--- src/rtl/brc_pkg.sv ---
package brc_pkg;

  localparam int unsigned BYTE_W = 8;
  localparam int unsigned TERM_W = 16;
  localparam int unsigned PLUS_W = 25;
  localparam int unsigned MINUS_W = 24;

  typedef logic [BYTE_W-1:0] byte_t;
  typedef logic [TERM_W-1:0] term_t;

  localparam term_t MOD_VALUE = 16'hFFFF;
  localparam byte_t ALPHA_MUL = 8'd17;
  localparam byte_t BETA_MUL = 8'd31;
  localparam term_t FIRST_OFFSET = 16'd7;
  localparam term_t TERM_INIT = 16'd1;

  // reduce a product mod 65535 by folding the high half onto the low half
  function automatic term_t mod_fold(input logic [PLUS_W-1:0] x);
    logic [TERM_W:0] s1;
    logic [TERM_W:0] s2;
    s1 = 17'(x[PLUS_W-1:TERM_W]) + 17'(x[TERM_W-1:0]);
    s2 = 17'(s1[TERM_W]) + 17'(s1[TERM_W-1:0]);
    if (s2 >= 17'(MOD_VALUE)) begin
      s2 = s2 - 17'(MOD_VALUE);
    end
    return s2[TERM_W-1:0];
  endfunction

endpackage

--- src/rtl/brc_ifs.sv ---
interface brc_in_if import brc_pkg::*; ();
  logic  valid;
  logic  ready;
  byte_t data_byte;
  logic  end_of_message;

  modport source (output valid, output data_byte, output end_of_message, input ready);
  modport sink (input valid, input data_byte, input end_of_message, output ready);
endinterface

interface brc_out_if import brc_pkg::*; ();
  logic  valid;
  logic  ready;
  term_t checksum;

  modport source (output valid, output checksum, input ready);
  modport sink (input valid, input checksum, output ready);
endinterface

--- src/rtl/byte_recurrence_checksum_unit.sv ---
// byte recurrence checksum
// in_chan carries one message byte per transfer with end_of_message marking
// the final byte; out_chan carries one 16-bit checksum per message.
// a byte is registered on the transfer edge and folded into the running
// terms as it leaves the input register; out_chan.valid rises when the final
// byte leaves it. throughput is one byte per cycle unless a final byte waits
// on an untaken checksum: the two small products, their mod 65535 folds and
// the final correction all sit between the input and term/result registers.
// reset empties both registers and sets the block to the start of a message
// (both terms 1, position 0).
// when the receiver stalls, the checksum is held in the output register and
// bytes that are not final keep flowing; a final byte waits in the input
// register only while an earlier checksum is still untaken, and in_chan.ready
// drops only then.
module byte_recurrence_checksum_unit import brc_pkg::*; (
  input logic     clk,
  input logic     rst_n,
  brc_in_if.sink  in_chan,
  brc_out_if.source out_chan
);

  logic  s1_valid_r, s1_valid_nxt;
  byte_t s1_byte_r;
  logic  s1_eom_r;
  logic  s1_go;

  term_t prev_r, prev_nxt;
  term_t cur_r, cur_nxt;
  byte_t pos_r, pos_nxt;
  logic  start_r, start_nxt;

  logic  out_valid_r, out_valid_nxt;
  term_t out_sum_r, out_sum_nxt;

  byte_t alpha;
  byte_t beta;
  logic [PLUS_W-1:0]  plus;
  logic [MINUS_W-1:0] minus;
  logic  neg;
  term_t plus_mod;
  term_t minus_mod;
  logic signed [TERM_W+1:0] diff;
  term_t step_term;
  term_t new_cur;

  assign s1_go = s1_valid_r && (!s1_eom_r || !out_valid_r || out_chan.ready);
  assign in_chan.ready = !s1_valid_r || s1_go;

  always_comb begin
    alpha = 8'(pos_r * ALPHA_MUL);
    beta = 8'(pos_r * BETA_MUL);
    plus = (PLUS_W'(s1_byte_r) + PLUS_W'(alpha)) * PLUS_W'(cur_r);
    minus = MINUS_W'(beta) * MINUS_W'(prev_r);
    neg = 25'(minus) > plus;
    plus_mod = mod_fold(plus);
    minus_mod = mod_fold(25'(minus));
    // a negative difference wraps through 2^64, which adds one mod 65535
    diff = $signed({2'b00, plus_mod}) - $signed({2'b00, minus_mod})
         + $signed({17'd0, neg});
    if (diff < 0) begin
      diff = diff + $signed({2'b00, MOD_VALUE});
    end else if (diff >= $signed({2'b00, MOD_VALUE})) begin
      diff = diff - $signed({2'b00, MOD_VALUE});
    end
    step_term = diff[TERM_W-1:0];
    new_cur = start_r ? TERM_W'(s1_byte_r) + FIRST_OFFSET : step_term;
  end

  always_comb begin
    s1_valid_nxt = s1_valid_r;
    if (in_chan.valid && in_chan.ready) begin
      s1_valid_nxt = 1'b1;
    end else if (s1_go) begin
      s1_valid_nxt = 1'b0;
    end

    prev_nxt = prev_r;
    cur_nxt = cur_r;
    pos_nxt = pos_r;
    start_nxt = start_r;
    if (s1_go) begin
      if (s1_eom_r) begin
        prev_nxt = TERM_INIT;
        cur_nxt = TERM_INIT;
        pos_nxt = '0;
        start_nxt = 1'b1;
      end else begin
        prev_nxt = start_r ? TERM_INIT : cur_r;
        cur_nxt = new_cur;
        pos_nxt = pos_r + 8'd1;
        start_nxt = 1'b0;
      end
    end

    out_valid_nxt = out_valid_r && !out_chan.ready;
    out_sum_nxt = out_sum_r;
    if (s1_go && s1_eom_r) begin
      out_valid_nxt = 1'b1;
      out_sum_nxt = new_cur;
    end
  end

  always_ff @(posedge clk) begin
    if (!rst_n) begin
      s1_valid_r <= 1'b0;
      prev_r <= TERM_INIT;
      cur_r <= TERM_INIT;
      pos_r <= '0;
      start_r <= 1'b1;
      out_valid_r <= 1'b0;
    end else begin
      s1_valid_r <= s1_valid_nxt;
      prev_r <= prev_nxt;
      cur_r <= cur_nxt;
      pos_r <= pos_nxt;
      start_r <= start_nxt;
      out_valid_r <= out_valid_nxt;
    end
  end

  always_ff @(posedge clk) begin
    if (in_chan.valid && in_chan.ready) begin
      s1_byte_r <= in_chan.data_byte;
      s1_eom_r <= in_chan.end_of_message;
    end
    out_sum_r <= out_sum_nxt;
  end

  assign out_chan.valid = out_valid_r;
  assign out_chan.checksum = out_sum_r;

  a_start_after_final: assert property (@(posedge clk) disable iff (!rst_n)
    (s1_go && s1_eom_r) |=> (start_r && pos_r == '0))
    else $error("state not returned to message start after final byte");

  a_result_source: assert property (@(posedge clk) disable iff (!rst_n)
    $rose(out_valid_r) |-> $past(s1_go && s1_eom_r))
    else $error("checksum appeared without a final byte");

  a_no_overwrite: assert property (@(posedge clk) disable iff (!rst_n)
    (out_valid_r && !out_chan.ready && s1_valid_r && s1_eom_r) |-> !s1_go)
    else $error("final byte processed while checksum is stalled");

  a_term_range: assert property (@(posedge clk) disable iff (!rst_n)
    !start_r |-> (cur_r != MOD_VALUE && prev_r != MOD_VALUE))
    else $error("running term out of range");

endmodule
--- src/flat_wrapper.sv ---
// flat-port wrapper written by rule: the top's interface ports become plain ports
module byte_recurrence_checksum_unit_flat import brc_pkg::*;
  (clk, rst_n, in_chan_valid, in_chan_data_byte, in_chan_end_of_message, in_chan_ready, out_chan_valid, out_chan_checksum, out_chan_ready);
  brc_in_if in_chan_i ();
  brc_out_if out_chan_i ();
  input logic clk;
  input logic rst_n;
  input wire logic [$bits(in_chan_i.valid)-1:0] in_chan_valid;
  input wire logic [$bits(in_chan_i.data_byte)-1:0] in_chan_data_byte;
  input wire logic [$bits(in_chan_i.end_of_message)-1:0] in_chan_end_of_message;
  output wire logic [$bits(in_chan_i.ready)-1:0] in_chan_ready;
  output wire logic [$bits(out_chan_i.valid)-1:0] out_chan_valid;
  output wire logic [$bits(out_chan_i.checksum)-1:0] out_chan_checksum;
  input wire logic [$bits(out_chan_i.ready)-1:0] out_chan_ready;
  assign in_chan_i.valid = in_chan_valid;
  assign in_chan_i.data_byte = in_chan_data_byte;
  assign in_chan_i.end_of_message = in_chan_end_of_message;
  assign in_chan_ready = in_chan_i.ready;
  assign out_chan_valid = out_chan_i.valid;
  assign out_chan_checksum = out_chan_i.checksum;
  assign out_chan_i.ready = out_chan_ready;
  byte_recurrence_checksum_unit u_core (.clk(clk), .rst_n(rst_n), .in_chan(in_chan_i), .out_chan(out_chan_i));
endmodule
--- config.mk ---
export PLATFORM = sky130hd
export DESIGN_NAME = byte_recurrence_checksum_unit_flat
export DESIGN_NICKNAME = d
export VERILOG_FILES = /design/src/rtl/brc_pkg.sv /design/src/rtl/brc_ifs.sv /design/src/rtl/byte_recurrence_checksum_unit.sv /design/src/flat_wrapper.sv
export SDC_FILE = /design/constraint.sdc
export NUM_CORES = 1
export LEC_CHECK = 0
export BUFFER_PORTS_ARGS = -buffer_cell sky130_fd_sc_hd__clkbuf_2
export CORE_MARGIN = 1.5
export CORE_UTILIZATION = 55
export DETAILED_ROUTE_END_ITERATION = 12
export GPL_ROUTABILITY_DRIVEN = 0
export PLACE_DENSITY = 0.74
export SYNTH_ARGS = -nofsm -noshare
export SYNTH_HDL_FRONTEND = slang
export SYNTH_SLANG_ARGS = --single-unit
--- constraint.sdc ---
create_clock -name clk -period 18.15 [get_ports clk]
set_input_delay 3.63 -clock clk [delete_from_list [all_inputs] [get_ports clk]]
set_output_delay 3.63 -clock clk [all_outputs]
set_load 0.1 [all_outputs]
==> key figures, run 1 <==
Synthesis
  – Post-synth cell types: 88
  – Commonest cells post-synth: 263 x inv_1, 226 x nand2_1, 197 x fa_1
  – Mux cell area share after synthesis: less than 1%
  – Syn nets: between 2000 and 2500
  – Synth top area share: a little under a quarter
  – Top FF cell, synth: dfxtp_1
  – Count leader, synth: inv_1
  – Synth area leaders: fa_1 24%, ha_1 13%, inv_1 5.9%
  – Post-synthesis sequential area ratio: under 10%
  – Avg Synthesized Cell Area: just over 8 um2
  – XOR/XNOR Fraction of Synth Area: approximately 8.3%
  – Mapped Area: 0.0167 mm2
  – Synth Area in Adders: approximately 37%
  – #FFs+latches synth: 68
  – EDFF count, synth: 25
  – Compound-cell area share of the yosys netlist: between 10% and 20%
  – Syn Inst Count: ~2000
  – Post-synth ARST share: 0%
  – Simple-Gate Fraction of Synth Area: approximately 22%
  – Combinational family with the most area after synthesis: adder cells
  – Yosys warning total: 0
  – Cell taking the most area after synthesis: fa_1

Routing
  – Starting DRT DRC Count: 1069
  – DRT antenna net count: 0
  – WL per Instance: roughly 19 um
  – Vias post-DR: between 10000 and 15000
  – Residual DRC count: 0
  – Vias/cell: ~6
  – Drt total wl: 44.5 mm
  – DR pass1 iterations: 6

Clocking
  – Sink Count: 68
  – Reg clk slew, reported paths: about 0.060 ns
  – Hold-fix buffers, CTS: 0
  – Postcts setup bufs: 0
  – TritonCTS clock tree: yes
  – Clock buffer depth: 2
  – CTS Root Cell: clkbuf_16
  – Clock Latency Late Sink: 0.33 ns
  – H-tree depth: 3
  – CTS buffer count: 9

Critical path
  – Max incr delay on CP: approximately 0.55 ns
  – CP Launch Type: register
  – Worst EP arrival: 16.98 ns
  – Crit. End Element: register
  – Reg-to-reg slack, setup: roughly 1.2 ns
  – Slowest CP cell: fa_1
  – Critical path's most frequent cell: fa_1
  – Crit path required time: around 18 ns
  – CP max FO: 16
  – Worst setup path class: register to register

Timing
  – Endpoints failing hold: 0
  – Setup TNS: 0 ns
  – Final setup fails: 0
  – Max Slew Vio Count: 0
  – RSZ-0062 raised after global routing: no
  – Slew @ Worst Pin: between 1 and 1.5 ns
  – Slew HR: roughly 26%
  – Worst Skew: around 0.0085 ns
  – Tmin final: roughly 17 ns
  – Final period util: roughly 93%
  – F_max: between 50 and 60 MHz

Place
  – I/O Buffers: 30
  – Final HPWL DP: 36.0 mm
  – Cells after DPL: 2388

Global route
  – Total gr overflow: 0
  – Total track usage: around 29%
  – Initial antenna violation count: 0
  – Pin count of the biggest net entering global routing: 28
  – First-pass GRT wire length: ~73 mm
  – Number of global-route vias before repair: roughly 15000

Floorplanning
  – Initial Util: between 50% and 60%
  – Row count: between 60 and 70
  – IO Count: 31
  – Die X: 177 um
  – Core area: 0.0298 mm2
  – Die Area: 0.0315 mm2
  – Die H: about 180 um

Final layout
  – FF/Latch Area: 0.00161 mm2
  – # diodes: 0
  – Fillers: about 2700
  – Layout area overhead: 4.48%
  – Layout cells sized above 1: approximately 4.5%
  – Multi-input gate area: between 0.01 and 0.015 mm2
  – Utilization after layout: between 50 and 60%
  – Final Instance Count excl. Fillers: 2404
  – Fin nets: 2399

Pwr
  – PwrDens: about 66 mW/mm2
  – Worst vdd ir: roughly 160 uV
  – Lkg Pwr: roughly 8.1 nW

Status
  – Status: finished clean

Min path
  – Hold crit path type: register to register

Job
  – Max-Cap Viols: 0
==> placed cells by master, fill, tap and decap left out, types with 10 or more instances in the layout <==
master | Yosys | routed
a211oi_1 | 25 | 24
a21o_1 | 33 | 33
a21oi_1 | 75 | 75
a22oi_1 | 18 | 18
and2_1 | 134 | 134
and3_1 | 21 | 21
buf_4 | 3 | 12
clkbuf_2 | 0 | 30
dfxtp_1 | 43 | 43
edfxtp_1 | 25 | 25
fa_1 | 197 | 197
ha_1 | 180 | 180
inv_1 | 263 | 263
nand2_1 | 226 | 226
nand2b_1 | 15 | 15
nand3_1 | 42 | 42
nand4_1 | 23 | 23
nor2_1 | 102 | 101
nor2b_1 | 45 | 45
nor3_1 | 36 | 36
nor4_1 | 10 | 10
o21a_1 | 19 | 19
o21ai_0 | 61 | 61
o21bai_1 | 15 | 15
or3_1 | 19 | 19
xnor2_1 | 103 | 103
xor2_1 | 53 | 53
==> power by group <==
| part | switching, W | internal, W | total, W |
|---|---|---|---|
| Combinational | 0.000538 | 0.000274 | 0.000812 |
| Sequential | 0.0000110 | 0.000166 | 0.000177 |
| Clock | 0.0000666 | 0.000106 | 0.000173 |
| Total | 0.000616 | 0.000546 | 0.00116 |
==> state kept, by name, summed over array words and instances, names as in the netlist <==
signal / flops
u_core.prev_r: 16
u_core.s1_byte_r: 8
u_core.cur_r: 16
u_core.s1_eom_r: 1
u_core.start_r: 1
u_core.pos_r: 8
u_core.s1_valid_r: 1
u_core.out_chan.checksum: 16
u_core.out_chan.valid: 1
==> final timing paths <==
check | startpoint | end | cells after the start
worst max-delay path | u_core.pos_r[2] | u_core.out_chan.checksum[3] | 62
worst min-delay path | u_core.s1_valid_r | u_core.pos_r[1] | 2
worst max register to register | u_core.pos_r[2] | u_core.out_chan.checksum[3] | 62
worst min register to register | u_core.s1_valid_r | u_core.pos_r[1] | 2
==> per-stage QoR <==
stage	setup WS (ns)	hold slack, ns	instance area [um2]	power (W)
2_1_floorplan	2.59	0.446	16700	0.000774
3_3_place_gp	1.79	0.548	17200	0.000949
3_5_place_dp	1.33	0.563	17200	0.000965
4_1_cts	1.28	0.577	17500	0.00114
5_1_grt	0.100	0.597	17500	0.00124
6_report	1.25	0.581	17500	0.00116
==> metal layers <==
| layer | GRT usage (%) | vias up | share of wire, % |
|---|---|---|---|
| li1 | - | 6768 | - |
| met4 | 7.63 | 0 | 2.5 |
| met2 | 49.4 | 601 | 49 |
| met1 | 38.3 | 7265 | 42 |
| met3 | 3.49 | 80 | 7.1 |
| met5 | 0 | - | 0 |
==> timing repair <==
item / 4_1_cts / 5_1_grt
setup endpoints to repair: 0 / 8
endpoints found under the hold margin: 0 / 0
resized for setup: 0 / 2
==> cell type report <==
class,instances,area share (%)
clock inverters,6,0.365
flip-flops and latches,68,9.21
clock buffers,10,1.31
inverters,265,5.69
well taps,390,2.79
repair buffers,42,1.37
multi-input cells,1623,79.3
==> kinds of logic (layout without fill, tap and decap cells) <==
logic type	after synthesis	count (layout)
buffers and inverters	334	323
AOI/OAI and AO/OA	360	360
DFF	68	68
muxes	12	12
and+or+nand+nor	715	715
adders and majority gates	379	379
xor gates and xnor gates	157	157
==> critical path, delay by kind of cell, from the launching register on <==
kind / cells / cell delay (ns)
muxes: 2 / 0.61
AOI/OAI and AO/OA: 17 / 3.99
xor gates and xnor gates: 5 / 1.12
adders and majority gates: 14 / 5.64
and+or+nand+nor: 16 / 4.08
DFF: 1 / 0.53
buffers and inverters: 8 / 0.62
Note: power is estimated with default switching activity, not from simulation.
==> inputs of run 2 (changes only) <==
Settings changed: CORE_UTILIZATION 55 to 30, PLACE_DENSITY 0.74 to 0.47.
==> key figures, run 2 (synthesized netlist as in run 1, its figures left out) <==
Place
  – Cells after DPL: 2744 (was 2388)
  – Pre-CTS setup slack: 1.25 ns (was 1.33 ns)
  – I/O Buffers: 30 (unchanged)
  – Final HPWL DP: 41.9 mm (was 36.0 mm)

Critical path
  – Crit. End Element: register (unchanged)
  – Worst EP arrival: 16.81 ns (was 16.98 ns)
  – Critical path's most frequent cell: fa_1 (unchanged)
  – Worst setup path class: register to register (unchanged)
  – Reg-to-reg slack, setup: 1.41 ns (was 1.25 ns)
  – CP max FO: 16 (unchanged)
  – Worst Setup SP: u_core.pos_r[2] (unchanged)
  – Slowest CP cell: fa_1 (unchanged)
  – Crit path required time: 18.22 ns (was 18.23 ns)
  – CP Launch Type: register (unchanged)
  – Terminus of the critical flop-to-flop path: u_core.out_chan.checksum[9] (was u_core.out_chan.checksum[3])
  – Reg2reg path depth: 62 (unchanged)
  – Reg2reg start: u_core.pos_r[2] (unchanged)
  – Max incr delay on CP: 0.55 ns (about the same)

Timing
  – Final period util: 92.2% (was 93.1%)
  – Slew HR: 24.0% (was 25.8%)
  – RSZ-0062 raised after global routing: no (unchanged)
  – Endpoints failing hold: 0 (unchanged)
  – Hold WS: 0.577 ns (was 0.581 ns)
  – Final setup fails: 0 (unchanged)
  – Tmin final: 16.74 ns (was 16.90 ns)
  – Slew @ Worst Pin: 1.13 ns (was 1.11 ns)
  – F_max: 59.7 MHz (was 59.2 MHz)
  – Max Slew Vio Count: 0 (unchanged)
  – Setup TNS: 0 ns (unchanged)
  – Worst Skew: 0.0144 ns (was 0.00847 ns)
  – Worst setup margin: 1.41 ns (was 1.25 ns)

Clocking
  – Clock buffer depth: 2 (unchanged)
  – CTS Root Cell: clkbuf_16 (unchanged)
  – Sink Count: 68 (unchanged)
  – CTS buffer count: 9 (unchanged)
  – Clock Latency Late Sink: 0.36 ns (was 0.33 ns)
  – Reg clk slew, reported paths: 0.07 ns (was 0.06 ns)
  – TritonCTS clock tree: yes (unchanged)
  – Hold-fix buffers, CTS: 0 (unchanged)
  – H-tree depth: 3 (unchanged)

Routing
  – Vias/cell: 5.17 (was 6.12)
  – WL per Instance: 18.3 um (was 18.5 um)
  – Residual DRC count: 0 (unchanged)
  – DRT antenna net count: 0 (unchanged)
  – Starting DRT DRC Count: 831 (was 1069)
  – Vias post-DR: 14300 (was 14700)
  – Drt total wl: 50.4 mm (was 44.5 mm)
  – DR pass1 iterations: 5 (was 6)

Final layout
  – Commonest non-fill, non-tap cells in the layout: 263 x inv_1, 226 x nand2_1, 197 x fa_1, 180 x ha_1, 134 x and2_1 (unchanged)
  – Layout area overhead: 7.55% (was 4.48%)
  – # diodes: 0 (unchanged)
  – Commonest non-fill, non-tap cell in the layout: inv_1 (unchanged)
  – Final Instance Count excl. Fillers: 2760 (was 2404)
  – Layout cells sized above 1: 4.77% (was 4.52%)
  – Fin nets: 2397 (was 2399)

Global route
  – Initial antenna violation count: 1 (was 0)
  – Total gr overflow: 0 (unchanged)
  – First-pass GRT wire length: 80.6 mm (was 72.6 mm)
  – Total track usage: 17.9% (was 28.8%)
  – Number of global-route vias before repair: 14600 (was 14500)
  – Pin count of the biggest net entering global routing: 28 (unchanged)

Min path
  – Hold path start: u_core.s1_valid_r (unchanged)
  – Hold-critical path depth: 2 (unchanged)
  – Hold crit path type: register to register (unchanged)
  – Hold Path Sink: u_core.s1_valid_r (was u_core.pos_r[1])

Floorplanning
  – Die H: 239 um (was 177 um)
  – Die Area: 0.0572 mm2 (was 0.0315 mm2)
  – IO Count: 31 (unchanged)
  – Core area: 0.0551 mm2 (was 0.0298 mm2)
  – Initial Util: 30.4% (was 56.2%)
  – Die X: 239 um (was 177 um)
  – Row count: 86 (was 63)

Pwr
  – PwrDens: 66.2 mW/mm2 (was 66.4 mW/mm2)
  – Total power: 0.00119 W (was 0.00116 W)
  – Lkg Pwr: 8.13 nW (was 8.10 nW)
  – Worst vdd ir: 114 uV (was 157 uV)

Job
  – Max-Cap Viols: 0 (unchanged)

Status
  – Status: finished clean (unchanged)
==> run 2: cell types whose count changed in the layout (fill, tap and decap cells not counted), sizes merged <==
cell	delta
buf	-2
bufinv	+1
clkbuf	+1
clkinv	-2
==> run 2: worst max path at each step <==
stage	to	cells past startpoint
2_1_floorplan	u_core.out_chan.checksum[3]	63
3_3_place_gp	u_core.out_chan.checksum[9]	62
3_5_place_dp	u_core.out_chan.checksum[9]	62
4_1_cts	u_core.out_chan.checksum[9]	62
5_1_grt	u_core.out_chan.checksum[3]	57
6_report	u_core.out_chan.checksum[9]	62
==> run 2: per-layer routing <==
layer	track usage, %	up-vias	share of wire, %
li1	-	6756	-
met1	24.4	7180	46
met2	30.8	294	48
met3	1.87	48	3.8
met4	3.15	0	1.5
met5	0	-	0
==> run 2: final cells by class <==
cell class | instances | area (um2)
inverters | 265 | 995
multi-input cells | 1623 | 13900
flip-flops and latches | 68 | 1610
repair buffers | 40 | 225
fillers | 5929 | 37100
well taps | 748 | 936
clock inverters | 5 | 83.8
clock buffers | 11 | 243
==> run 2: power by group <==
group | switching [W] | leakage (nW) | internal [W]
Clock | 0.0000706 | 0.152 | 0.000125
Combinational | 0.000544 | 7.39 | 0.000274
Sequential | 0.0000125 | 0.586 | 0.000166
Total | 0.000628 | 8.13 | 0.000564
==> run 2: per-stage QoR <==
step / area [um2] / util, %
6_report: 18000 / 32.7
5_1_grt: 18000 / 32.7
4_1_cts: 18000 / 32.6
3_5_place_dp: 17700 / 32.1
3_3_place_gp: 17700 / 32.1
2_1_floorplan: 16700 / -
==> run 2: critical path: cells and delay by family, from the launching register on <==
kind	cells	cell delay [ns]
simple gates	17	4.22
flops	1	0.54
compound gates	18	4.15
buf+inv	8	0.66
fa+ha+maj	14	5.66
xor+xnor	5	1.23
==> run 2: repair_timing <==
action | CTS | global route
resized for setup | 0 | 5
buffers inserted | 0 | 0
endpoints found under the setup margin | 0 | 28
endpoints found under the hold margin | 0 | 0
